File: config.mk
export PLATFORM = sky130hd
export DESIGN_NAME = comment_aware_tokenizer_flat
export DESIGN_NICKNAME = d
export VERILOG_FILES = /design/src/rtl/core/cat_pkg.sv /design/src/rtl/core/cat_ifs.sv /design/src/rtl/core/comment_aware_tokenizer.sv /design/src/rtl/core/cat_tok_ram.sv /design/src/flat_wrapper.sv
export SDC_FILE = /design/constraint.sdc
export NUM_CORES = 1
export LEC_CHECK = 0
export ABC_AREA = 1
export BUFFER_PORTS_ARGS = -buffer_cell sky130_fd_sc_hd__buf_2
export CAP_MARGIN = 0
export CORE_UTILIZATION = 62
export DETAILED_ROUTE_END_ITERATION = 10
export PLACE_DENSITY = 0.79
export REMOVE_ABC_BUFFERS = 1
export SYNTH_ARGS = -nofsm -noshare
export SYNTH_HDL_FRONTEND = slang
export SYNTH_SLANG_ARGS = --single-unit
File: constraint.sdc
create_clock -name clk -period 3.3 [get_ports clk]
set_clock_uncertainty 0.2 [all_clocks]
set_input_delay 0.495 -clock clk [delete_from_list [all_inputs] [get_ports clk]]
set_output_delay 0.495 -clock clk [all_outputs]
set_load 0.1 [all_outputs]
File: src/rtl/core/cat_pkg.sv
// shared types and constants for the comment aware tokenizer
// no dependencies; imported by the interfaces, the token ram and the top level
package cat_pkg;

	localparam int CHAR_W = 8;
	localparam int KIND_W = 2;
	localparam int LINE_W = 24;

	localparam logic [CHAR_W-1:0] CH_NUL   = 8'h00;
	localparam logic [CHAR_W-1:0] CH_NL    = 8'h0A;
	localparam logic [CHAR_W-1:0] CH_SPACE = 8'h20;
	localparam logic [CHAR_W-1:0] CH_QUOTE = 8'h22;
	localparam logic [CHAR_W-1:0] CH_STAR  = 8'h2A;
	localparam logic [CHAR_W-1:0] CH_SLASH = 8'h2F;
	localparam logic [CHAR_W-1:0] CH_HIGH  = 8'h80;

	typedef enum logic [2:0] {
		MODE_SKIP,
		MODE_SLASH,
		MODE_LINE,
		MODE_BLOCK,
		MODE_QUOTE,
		MODE_WORD
	} scan_mode_t;

	typedef enum logic [KIND_W-1:0] {
		KIND_CHAR,
		KIND_EMPTY,
		KIND_EOL,
		KIND_EOF
	} kind_t;

	typedef enum logic [2:0] {
		ST_IDLE,
		ST_EOL,
		ST_PRIME,
		ST_TOK,
		ST_EMPTY,
		ST_EOF
	} seq_state_t;

	// control bytes, space and the upper half count as blanks
	function automatic logic is_blank(input logic [CHAR_W-1:0] c);
		return (c <= CH_SPACE) || (c >= CH_HIGH);
	endfunction

endpackage

File: src/rtl/core/cat_ifs.sv
// valid/ready channel interfaces for the text bytes and the token results
// depends on cat_pkg for the payload widths
interface cat_text_if;
	import cat_pkg::*;

	logic              valid;
	logic              ready;
	logic [CHAR_W-1:0] in_char;

	modport source (output valid, output in_char, input ready);
	modport sink (input valid, input in_char, output ready);
endinterface

interface cat_token_if;
	import cat_pkg::*;

	logic              valid;
	logic              ready;
	logic [KIND_W-1:0] kind;
	logic [CHAR_W-1:0] tok_char;
	logic              tok_last;
	logic [LINE_W-1:0] line_number;

	modport source (output valid, output kind, output tok_char, output tok_last,
		output line_number, input ready);
	modport sink (input valid, input kind, input tok_char, input tok_last,
		input line_number, output ready);
endinterface

File: src/rtl/core/comment_aware_tokenizer.sv
// comment aware tokenizer top level; uses cat_pkg, cat_ifs and cat_tok_ram
//
// text takes one byte per transaction, byte 0 ends the input. whitespace,
// line comments and block comments between tokens are dropped; quoted
// strings and bare words go to a token ram and leave on token one character
// per transaction with tok_last on the final one. empty tokens, end of line
// (allow_newlines 0) and end of input are single transactions of their own.
// a byte that yields no result leaves the sequencer idle, so such runs stream
// at one byte per cycle. a byte that yields results holds text.ready low until
// its last result is loaded into the output register; a token first reads
// ram entry 0 and then keeps the ram read one character ahead of the output.
// token stalls freeze the sequencer; the output register keeps the pending
// result and the next byte is taken as soon as the sequencer is idle.
// reset clears the scanner, line counter and output valid; allow_newlines
// comes up as 1. the token ram needs no clearing, it is written before read.
module comment_aware_tokenizer #(
	parameter int TOKEN_MAX = 32
) (
	input  logic          clk,
	input  logic          arst_n,
	cat_text_if.sink      text,
	cat_token_if.source   token,
	input  logic          cfg_wr_en,
	input  logic          cfg_wr_data
);
	import cat_pkg::*;

	localparam int IDX_W = $clog2(TOKEN_MAX);
	localparam int LEN_W = $clog2(TOKEN_MAX + 1);

	// scanner state
	scan_mode_t        mode_q, mode_d;
	logic [LEN_W-1:0]  len_q, len_d;
	logic              nl_q, nl_d;
	logic              star_q, star_d;
	logic [LINE_W-1:0] line_q, line_d, line_inc;
	logic              allow_q;

	// scanner step outputs
	logic              wr_en;
	logic [IDX_W-1:0]  wr_addr;
	logic [CHAR_W-1:0] wr_data;
	logic              f_eol, f_emit, f_eof, run_skip, nl_mid;
	logic [LEN_W-1:0]  emit_len;
	logic [CHAR_W-1:0] c;
	logic              in_acc;

	// result sequencer
	seq_state_t        state_q, state_d;
	logic              eof_q;
	logic [IDX_W-1:0]  emit_last_q;
	logic [IDX_W-1:0]  idx_q, rd_addr;
	logic [CHAR_W-1:0] rd_data_q;
	logic [LINE_W-1:0] res_line_q;
	logic              gen_valid, gen_last, adv, out_load, tok_last_hit;
	kind_t             gen_kind;
	logic [CHAR_W-1:0] gen_char;

	// output register
	logic              out_valid_q;
	kind_t             out_kind_q;
	logic [CHAR_W-1:0] out_char_q;
	logic              out_last_q;
	logic [LINE_W-1:0] out_line_q;

	assign c      = text.in_char;
	assign in_acc = text.valid && text.ready;
	assign text.ready = (state_q == ST_IDLE);

	assign line_inc = (line_q == {LINE_W{1'b1}}) ? line_q : line_q + LINE_W'(1);

	// one scanner step for the byte on text
	always_comb begin
		mode_d   = mode_q;
		len_d    = len_q;
		nl_d     = nl_q;
		star_d   = star_q;
		line_d   = line_q;
		wr_en    = 1'b0;
		wr_addr  = len_q[IDX_W-1:0];
		wr_data  = c;
		f_eol    = 1'b0;
		f_emit   = 1'b0;
		f_eof    = 1'b0;
		emit_len = len_q;
		run_skip = 1'b0;

		case (mode_q)
			MODE_SKIP: begin
				run_skip = 1'b1;
			end
			MODE_SLASH: begin
				if (c == CH_SLASH) begin
					mode_d = MODE_LINE;
				end else if (c == CH_STAR) begin
					mode_d = MODE_BLOCK;
					star_d = 1'b0;
				end else begin
					nl_d = 1'b0;
					if (!is_blank(c)) begin
						// the slash already sits in entry 0
						wr_en   = 1'b1;
						wr_addr = IDX_W'(1);
						len_d   = LEN_W'(2);
						mode_d  = MODE_WORD;
					end else begin
						f_emit   = 1'b1;
						emit_len = LEN_W'(1);
						len_d    = '0;
						run_skip = 1'b1;
					end
				end
			end
			MODE_LINE: begin
				if (c == CH_NUL || c == CH_NL) begin
					run_skip = 1'b1;
				end
			end
			MODE_BLOCK: begin
				if (c == CH_NUL) begin
					star_d   = 1'b0;
					run_skip = 1'b1;
				end else if (star_q && c == CH_SLASH) begin
					mode_d = MODE_SKIP;
					star_d = 1'b0;
				end else begin
					if (c == CH_NL) begin
						line_d = line_inc;
					end
					star_d = (c == CH_STAR);
				end
			end
			MODE_QUOTE: begin
				if (c == CH_NL) begin
					line_d = line_inc;
				end
				if (c == CH_QUOTE || c == CH_NUL) begin
					f_emit   = 1'b1;
					emit_len = len_q;
					len_d    = '0;
					mode_d   = MODE_SKIP;
					run_skip = (c == CH_NUL);
				end else if (len_q < LEN_W'(TOKEN_MAX - 1)) begin
					wr_en = 1'b1;
					len_d = len_q + LEN_W'(1);
				end
			end
			MODE_WORD: begin
				if (!is_blank(c)) begin
					if (len_q < LEN_W'(TOKEN_MAX)) begin
						wr_en = 1'b1;
						len_d = len_q + LEN_W'(1);
					end
				end else begin
					// a word of TOKEN_MAX or more characters goes out as an empty token
					f_emit   = 1'b1;
					emit_len = (len_q >= LEN_W'(TOKEN_MAX)) ? '0 : len_q;
					len_d    = '0;
					run_skip = 1'b1;
				end
			end
			default: begin
				run_skip = 1'b1;
			end
		endcase

		nl_mid = nl_d;
		if (run_skip) begin
			mode_d = MODE_SKIP;
			if (c == CH_NUL) begin
				f_eof  = 1'b1;
				len_d  = '0;
				nl_d   = 1'b0;
				star_d = 1'b0;
			end else if (is_blank(c)) begin
				if (c == CH_NL) begin
					line_d = line_inc;
					nl_d   = 1'b1;
				end
			end else begin
				if (nl_mid && !allow_q) begin
					f_eol = 1'b1;
					nl_d  = 1'b0;
				end
				if (c == CH_SLASH) begin
					// park the slash in entry 0 in case it starts a word
					mode_d  = MODE_SLASH;
					wr_en   = 1'b1;
					wr_addr = '0;
					wr_data = CH_SLASH;
				end else begin
					nl_d  = 1'b0;
					len_d = '0;
					if (c == CH_QUOTE) begin
						mode_d = MODE_QUOTE;
					end else begin
						wr_en   = 1'b1;
						wr_addr = '0;
						len_d   = LEN_W'(1);
						mode_d  = MODE_WORD;
					end
				end
			end
		end
	end

	always_ff @(posedge clk or negedge arst_n) begin
		if (!arst_n) begin
			mode_q <= MODE_SKIP;
			len_q  <= '0;
			nl_q   <= 1'b0;
			star_q <= 1'b0;
			line_q <= '0;
		end else if (in_acc) begin
			mode_q <= mode_d;
			len_q  <= len_d;
			nl_q   <= nl_d;
			star_q <= star_d;
			line_q <= line_d;
		end
	end

	always_ff @(posedge clk or negedge arst_n) begin
		if (!arst_n) begin
			allow_q <= 1'b1;
		end else if (cfg_wr_en) begin
			allow_q <= cfg_wr_data;
		end
	end

	cat_tok_ram #(
		.DEPTH  (TOKEN_MAX),
		.ADDR_W (IDX_W)
	) u_ram (
		.clk     (clk),
		.wr_en   (wr_en && in_acc),
		.wr_addr (wr_addr),
		.wr_data (wr_data),
		.rd_addr (rd_addr),
		.rd_data (rd_data_q)
	);

	assign out_load     = !out_valid_q || token.ready;
	assign tok_last_hit = (idx_q == emit_last_q);

	always_comb begin
		gen_valid = 1'b0;
		gen_kind  = KIND_CHAR;
		gen_char  = '0;
		gen_last  = 1'b1;
		case (state_q)
			ST_EOL: begin
				gen_valid = 1'b1;
				gen_kind  = KIND_EOL;
			end
			ST_TOK: begin
				gen_valid = 1'b1;
				gen_char  = rd_data_q;
				gen_last  = tok_last_hit;
			end
			ST_EMPTY: begin
				gen_valid = 1'b1;
				gen_kind  = KIND_EMPTY;
			end
			ST_EOF: begin
				gen_valid = 1'b1;
				gen_kind  = KIND_EOF;
			end
			default: begin
				gen_valid = 1'b0;
			end
		endcase
	end

	assign adv = gen_valid && out_load;

	always_comb begin
		state_d = state_q;
		rd_addr = idx_q;
		case (state_q)
			ST_IDLE: begin
				if (in_acc) begin
					if (f_eol) begin
						state_d = ST_EOL;
					end else if (f_emit && emit_len != '0) begin
						state_d = ST_PRIME;
					end else if (f_emit) begin
						state_d = ST_EMPTY;
					end else if (f_eof) begin
						state_d = ST_EOF;
					end
				end
			end
			ST_EOL: begin
				if (adv) begin
					state_d = ST_IDLE;
				end
			end
			ST_PRIME: begin
				rd_addr = '0;
				state_d = ST_TOK;
			end
			ST_TOK: begin
				if (adv) begin
					if (tok_last_hit) begin
						state_d = eof_q ? ST_EOF : ST_IDLE;
					end else begin
						// keep the ram one character ahead of the output
						rd_addr = idx_q + IDX_W'(1);
					end
				end
			end
			ST_EMPTY: begin
				if (adv) begin
					state_d = eof_q ? ST_EOF : ST_IDLE;
				end
			end
			ST_EOF: begin
				if (adv) begin
					state_d = ST_IDLE;
				end
			end
			default: begin
				state_d = ST_IDLE;
			end
		endcase
	end

	always_ff @(posedge clk or negedge arst_n) begin
		if (!arst_n) begin
			state_q     <= ST_IDLE;
			eof_q       <= 1'b0;
			out_valid_q <= 1'b0;
		end else begin
			state_q <= state_d;
			if (in_acc) begin
				eof_q <= f_eof;
			end
			if (out_load) begin
				out_valid_q <= gen_valid;
			end
		end
	end

	always_ff @(posedge clk) begin
		idx_q <= rd_addr;
		if (in_acc) begin
			emit_last_q <= IDX_W'(emit_len - LEN_W'(1));
			res_line_q  <= line_q;
		end
		if (adv) begin
			out_kind_q <= gen_kind;
			out_char_q <= gen_char;
			out_last_q <= gen_last;
			out_line_q <= res_line_q;
		end
	end

	assign token.valid       = out_valid_q;
	assign token.kind        = out_kind_q;
	assign token.tok_char    = out_char_q;
	assign token.tok_last    = out_last_q;
	assign token.line_number = out_line_q;

`ifndef SYNTH
	a_noncher_fields: assert property (@(posedge clk) disable iff (!arst_n)
		token.valid && token.kind != KIND_CHAR |-> token.tok_char == '0 && token.tok_last)
		else $error("non-character result with character fields set");

	a_idx_in_token: assert property (@(posedge clk) disable iff (!arst_n)
		state_q == ST_TOK |-> idx_q <= emit_last_q)
		else $error("token read index beyond token end");

	a_line_monotonic: assert property (@(posedge clk) disable iff (!arst_n)
		in_acc |=> line_q >= $past(line_q))
		else $error("line counter went backwards");

	a_len_bound: assert property (@(posedge clk) disable iff (!arst_n)
		len_q <= LEN_W'(TOKEN_MAX))
		else $error("token length beyond buffer depth");

	a_prime_then_tok: assert property (@(posedge clk) disable iff (!arst_n)
		state_q == ST_PRIME |=> state_q == ST_TOK && idx_q == '0)
		else $error("token emission did not start at entry 0");
`endif

endmodule

File: src/rtl/core/cat_tok_ram.sv
// token character buffer: one write port, one read port with registered data
// depends on cat_pkg for the character width
module cat_tok_ram #(
	parameter int DEPTH  = 32,
	parameter int ADDR_W = $clog2(DEPTH)
) (
	input  logic                      clk,
	input  logic                      wr_en,
	input  logic [ADDR_W-1:0]         wr_addr,
	input  logic [cat_pkg::CHAR_W-1:0] wr_data,
	input  logic [ADDR_W-1:0]         rd_addr,
	output logic [cat_pkg::CHAR_W-1:0] rd_data
);
	import cat_pkg::*;

	logic [CHAR_W-1:0] mem_q [DEPTH];

	always_ff @(posedge clk) begin
		if (wr_en) begin
			mem_q[wr_addr] <= wr_data;
		end
	end

	always_ff @(posedge clk) begin
		rd_data <= mem_q[rd_addr];
	end

endmodule
File: src/flat_wrapper.sv
// flat-port wrapper written by rule: the top's interface ports become plain ports
module comment_aware_tokenizer_flat import cat_pkg::*;
#(
	parameter int TOKEN_MAX = 32
)
  (clk, arst_n, cfg_wr_en, cfg_wr_data, text_valid, text_in_char, text_ready, token_valid, token_kind, token_tok_char, token_tok_last, token_line_number, token_ready);
  cat_text_if text_i ();
  cat_token_if token_i ();
  input  logic clk;
  input  logic arst_n;
  input  logic cfg_wr_en;
  input  logic cfg_wr_data;
  input wire logic [$bits(text_i.valid)-1:0] text_valid;
  input wire logic [$bits(text_i.in_char)-1:0] text_in_char;
  output wire logic [$bits(text_i.ready)-1:0] text_ready;
  output wire logic [$bits(token_i.valid)-1:0] token_valid;
  output wire logic [$bits(token_i.kind)-1:0] token_kind;
  output wire logic [$bits(token_i.tok_char)-1:0] token_tok_char;
  output wire logic [$bits(token_i.tok_last)-1:0] token_tok_last;
  output wire logic [$bits(token_i.line_number)-1:0] token_line_number;
  input wire logic [$bits(token_i.ready)-1:0] token_ready;
  assign text_i.valid = text_valid;
  assign text_i.in_char = text_in_char;
  assign text_ready = text_i.ready;
  assign token_valid = token_i.valid;
  assign token_kind = token_i.kind;
  assign token_tok_char = token_i.tok_char;
  assign token_tok_last = token_i.tok_last;
  assign token_line_number = token_i.line_number;
  assign token_i.ready = token_ready;
  comment_aware_tokenizer #(.TOKEN_MAX(TOKEN_MAX)) u_core (.clk(clk), .arst_n(arst_n), .text(text_i), .token(token_i), .cfg_wr_en(cfg_wr_en), .cfg_wr_data(cfg_wr_data));
endmodule
==> results.ini <==
[power_and_ir_drop]
cellPowerDensity_nw_per_um2=785
p_leak_nw=8.32
seqPwrFrac_pct=39.6
swShare_pct=37.3
pwr-share-comb_pct=31.1
p_total_w=0.0153
power_switching_w=0.00569
internal_power_w=0.00958
p_clk_share_pct=29.3
ir_drop_mv=0.947

[logic_synthesis]
synth.avg_cell_area_um2=9.84
synth_top_family_by_area=simple AND/OR/NAND/NOR gates
syn_area_um2=17100
synth_compound_area_share_pct=3.37
synth_edf_count=320
async_flop_share_pct=11.0
synthAdderAreaFrac_pct=0.438
yosys.area_share.simple_pct=21.7
yosys_register_bits=374
synth_cell_types=50
ys.flop_type=edfxtp_1
synth_cells=1740
synth_warnings=0
synthXorXnorAreaFrac_pct=1.18
synth-seq-area-share_pct=63.6
yosys-mux-area-fraction_pct=0.0657

[floorplan]
ios=51
fp.dieH_um=168
die_w_um=168
num_rows=60
start_util_pct=63.4
core_um2=27000
dieArea_um2=28300

[finish]
nets=1865
post-route-util_pct=72.0
drive_above_1_share_pct=11.9
final_cell_mix=nand2_1, inv_1, edfxtp_1
fin_cells=2216
n_antenna_cell=0
nFillCells=1852
final_common_cell=nand2_1
area_growth_pct=13.5
multi_input_area_um2=4590
seq_area_um2=10900

[worst_setup_path]
cp_max_fo=8
cp.arrival_ns=3.11
crit_path_end_kind=register
cp.required_ns=3.32
critical_path_class=register to register
cp_cell_sequence=inv_1 > nand3_1 > nand2_1 > o21ai_1 > nand2_1 > nor2_1 > nand2_2 > nand3_2 > inv_1 > nor3_1 > nand3_2 > nor2_1 > buf_4
slowest_stage=nand3_2
cp_slowest_stage_delay_ns=0.44
startpoint_type=register

[place]
io_buffers=50
gp_congestion=0.977
hpwl_mm=26.3
place_ws_ns=-0.0527
placed_cells=2143

[sta]
finalCriticalPeriod_ns=3.09
clock.fmax_mhz=324
setup_ws_ns=0.212
rsz0062_at_grt=true
slew_violations=0
setup-violations-final=0
max_slew_margin_pct=35.9
tns_ns=0
post-route-period-util_pct=93.6
hold_violations=0
worst_pin_slew_ns=0.961

[global_route]
grt_pass1_wl_mm=64.1
grt_max_degree=89
grt-ovfl-total=0
grt_pass1_vias=12200
grt_usage_pct=29.6
antenna_found_initial=0

[detailed_routing]
drc=0
dr.pass1.iters=8
viasPerCell=5.67
drt-wirelength-per-cell_um=18.3
wl_mm=40.5
drtIter0Drc=1356
ant_nets=0
dr_total_vias=12600

[run_status]
status=completed

[run]
drv_cap=0

[clock_tree]
clockRootBuffer=clkbuf_16
cts_max_level=2
clkSlewWorstSetupHoldPaths_ns=0.06
clock_sinks=374
postCtsSetupRepairBufs=0
cts_buffers=38
clockBufferDepth=3
tritoncts=yes
clock_latency_ns=0.53
cts_resized=0

[hold_path]
hp-class=input port to register

## layer usage
metal	track usage [%]	part of all wire [%]
met5	0	0
met2	48.4	48
met3	5.03	9.5
met1	39.3	39
met4	12.8	3.9
## worst max-delay path: cells and delay by family, from the launching register on
kind,cells,cell delay [ns]
flip-flops,1,0.41
buffers and inverters,3,0.37
AND/OR/NAND/NOR,9,1.68
AO/OA/AOI/OAI,1,0.13
## timing repair
item	in CTS	in global routing
hold buffers	3	0
endpoints found under the setup margin	0	8
endpoints found under the hold margin	41	0
## cell families (layout without fill, tap and decap cells)
logic type                 count (synthesis)  in the layout
AOI/OAI and AO/OA                         97             97
xor gates and xnor gates                  23             23
adders and majority gates                  6              6
buffers and inverters                    411            546
DFF                                      374            374
muxes                                      1              1
and+or+nand+nor                          828            828
## worst paths after layout
kind / startpoint / depth (start not counted) / to / slack [ns]
setup reg to reg: u_core.mode_q[1] / 13 / u_core.u_ram.mem_q[15][3] / 0.21
setup / recovery: u_core.mode_q[1] / 13 / u_core.u_ram.mem_q[15][3] / 0.21
hold reg to reg: u_core.res_line_q[5] / 0 / u_core.token.line_number[5] / 0.22
max in group asynchronous: arst_n / 2 / u_core.token.valid / 1.82
hold / removal: text_in_char[2] / 1 / u_core.u_ram.mem_q[8][2] / 0.12
min in group asynchronous: arst_n / 2 / u_core.line_q[6] / 0.46
## Yosys cell counts (all sizes together), types with 3 or more instances
cell type | number | area share, %
nand3b | 5 | 0.24
or2 | 3 | 0.11
edfxtp | 320 | 56
o211ai | 14 | 0.61
xnor2 | 4 | 0.20
nor2 | 101 | 2.3
nand3 | 283 | 8.7
ha | 6 | 0.44
o22ai | 3 | 0.11
nor3 | 15 | 0.50
dfxtp | 13 | 1.5
xor2 | 19 | 0.97
buf | 40 | 1.5
nand4 | 24 | 0.91
nand2 | 390 | 8.6
inv | 341 | 7.5
clkbuf | 28 | 0.61
a21oi | 11 | 0.34
nor4 | 6 | 0.22
dfrtp | 40 | 5.8
a31oi | 3 | 0.11
o21ai | 53 | 1.5
## power groups by stage
stage / Clock, W / Sequential [W] / Combinational [W]
2_1_floorplan: 0 / 0.00715 / 0.00230
3_3_place_gp: 0 / 0.00611 / 0.00458
3_5_place_dp: 0 / 0.00612 / 0.00466
4_1_cts: 0.00451 / 0.00604 / 0.00471
5_1_grt: 0.00469 / 0.00609 / 0.00512
6_report: 0.00447 / 0.00604 / 0.00475
## per-stage QoR
step / hold WS [ns] / cell area (µm²)
6_report: 0.123 / 19400
5_1_grt: 0.114 / 19400
4_1_cts: 0.110 / 19400
3_5_place_dp: 0.205 / 18100
3_3_place_gp: 0.203 / 18100
2_1_floorplan: -0.000591 / 16800
## layout make-up
cell class / count / share of cell area, %
Clock buffer: 45 / 5.35
Clock inverter: 25 / 1.44
Inverter: 343 / 6.62
Multi-Input combinational cell: 955 / 23.6
Sequential cell: 374 / 56.0
Tap cell: 341 / 2.19
Timing Repair Buffer: 133 / 4.79
## flip-flops by register name (all words and copies together), names as in the netlist, 3 cells and up
name / flops
u_core.len_q: 6
u_core.line_q: 24
u_core.mode_q: 3
u_core.u_ram.rd_data: 8
u_core.u_ram.mem_q: 256
u_core.res_line_q: 24
u_core.idx_q: 5
u_core.token.line_number: 24
u_core.emit_last_q: 5
u_core.token.tok_char: 8
u_core.state_q: 3
Note: power is estimated with default switching activity, not from simulation.
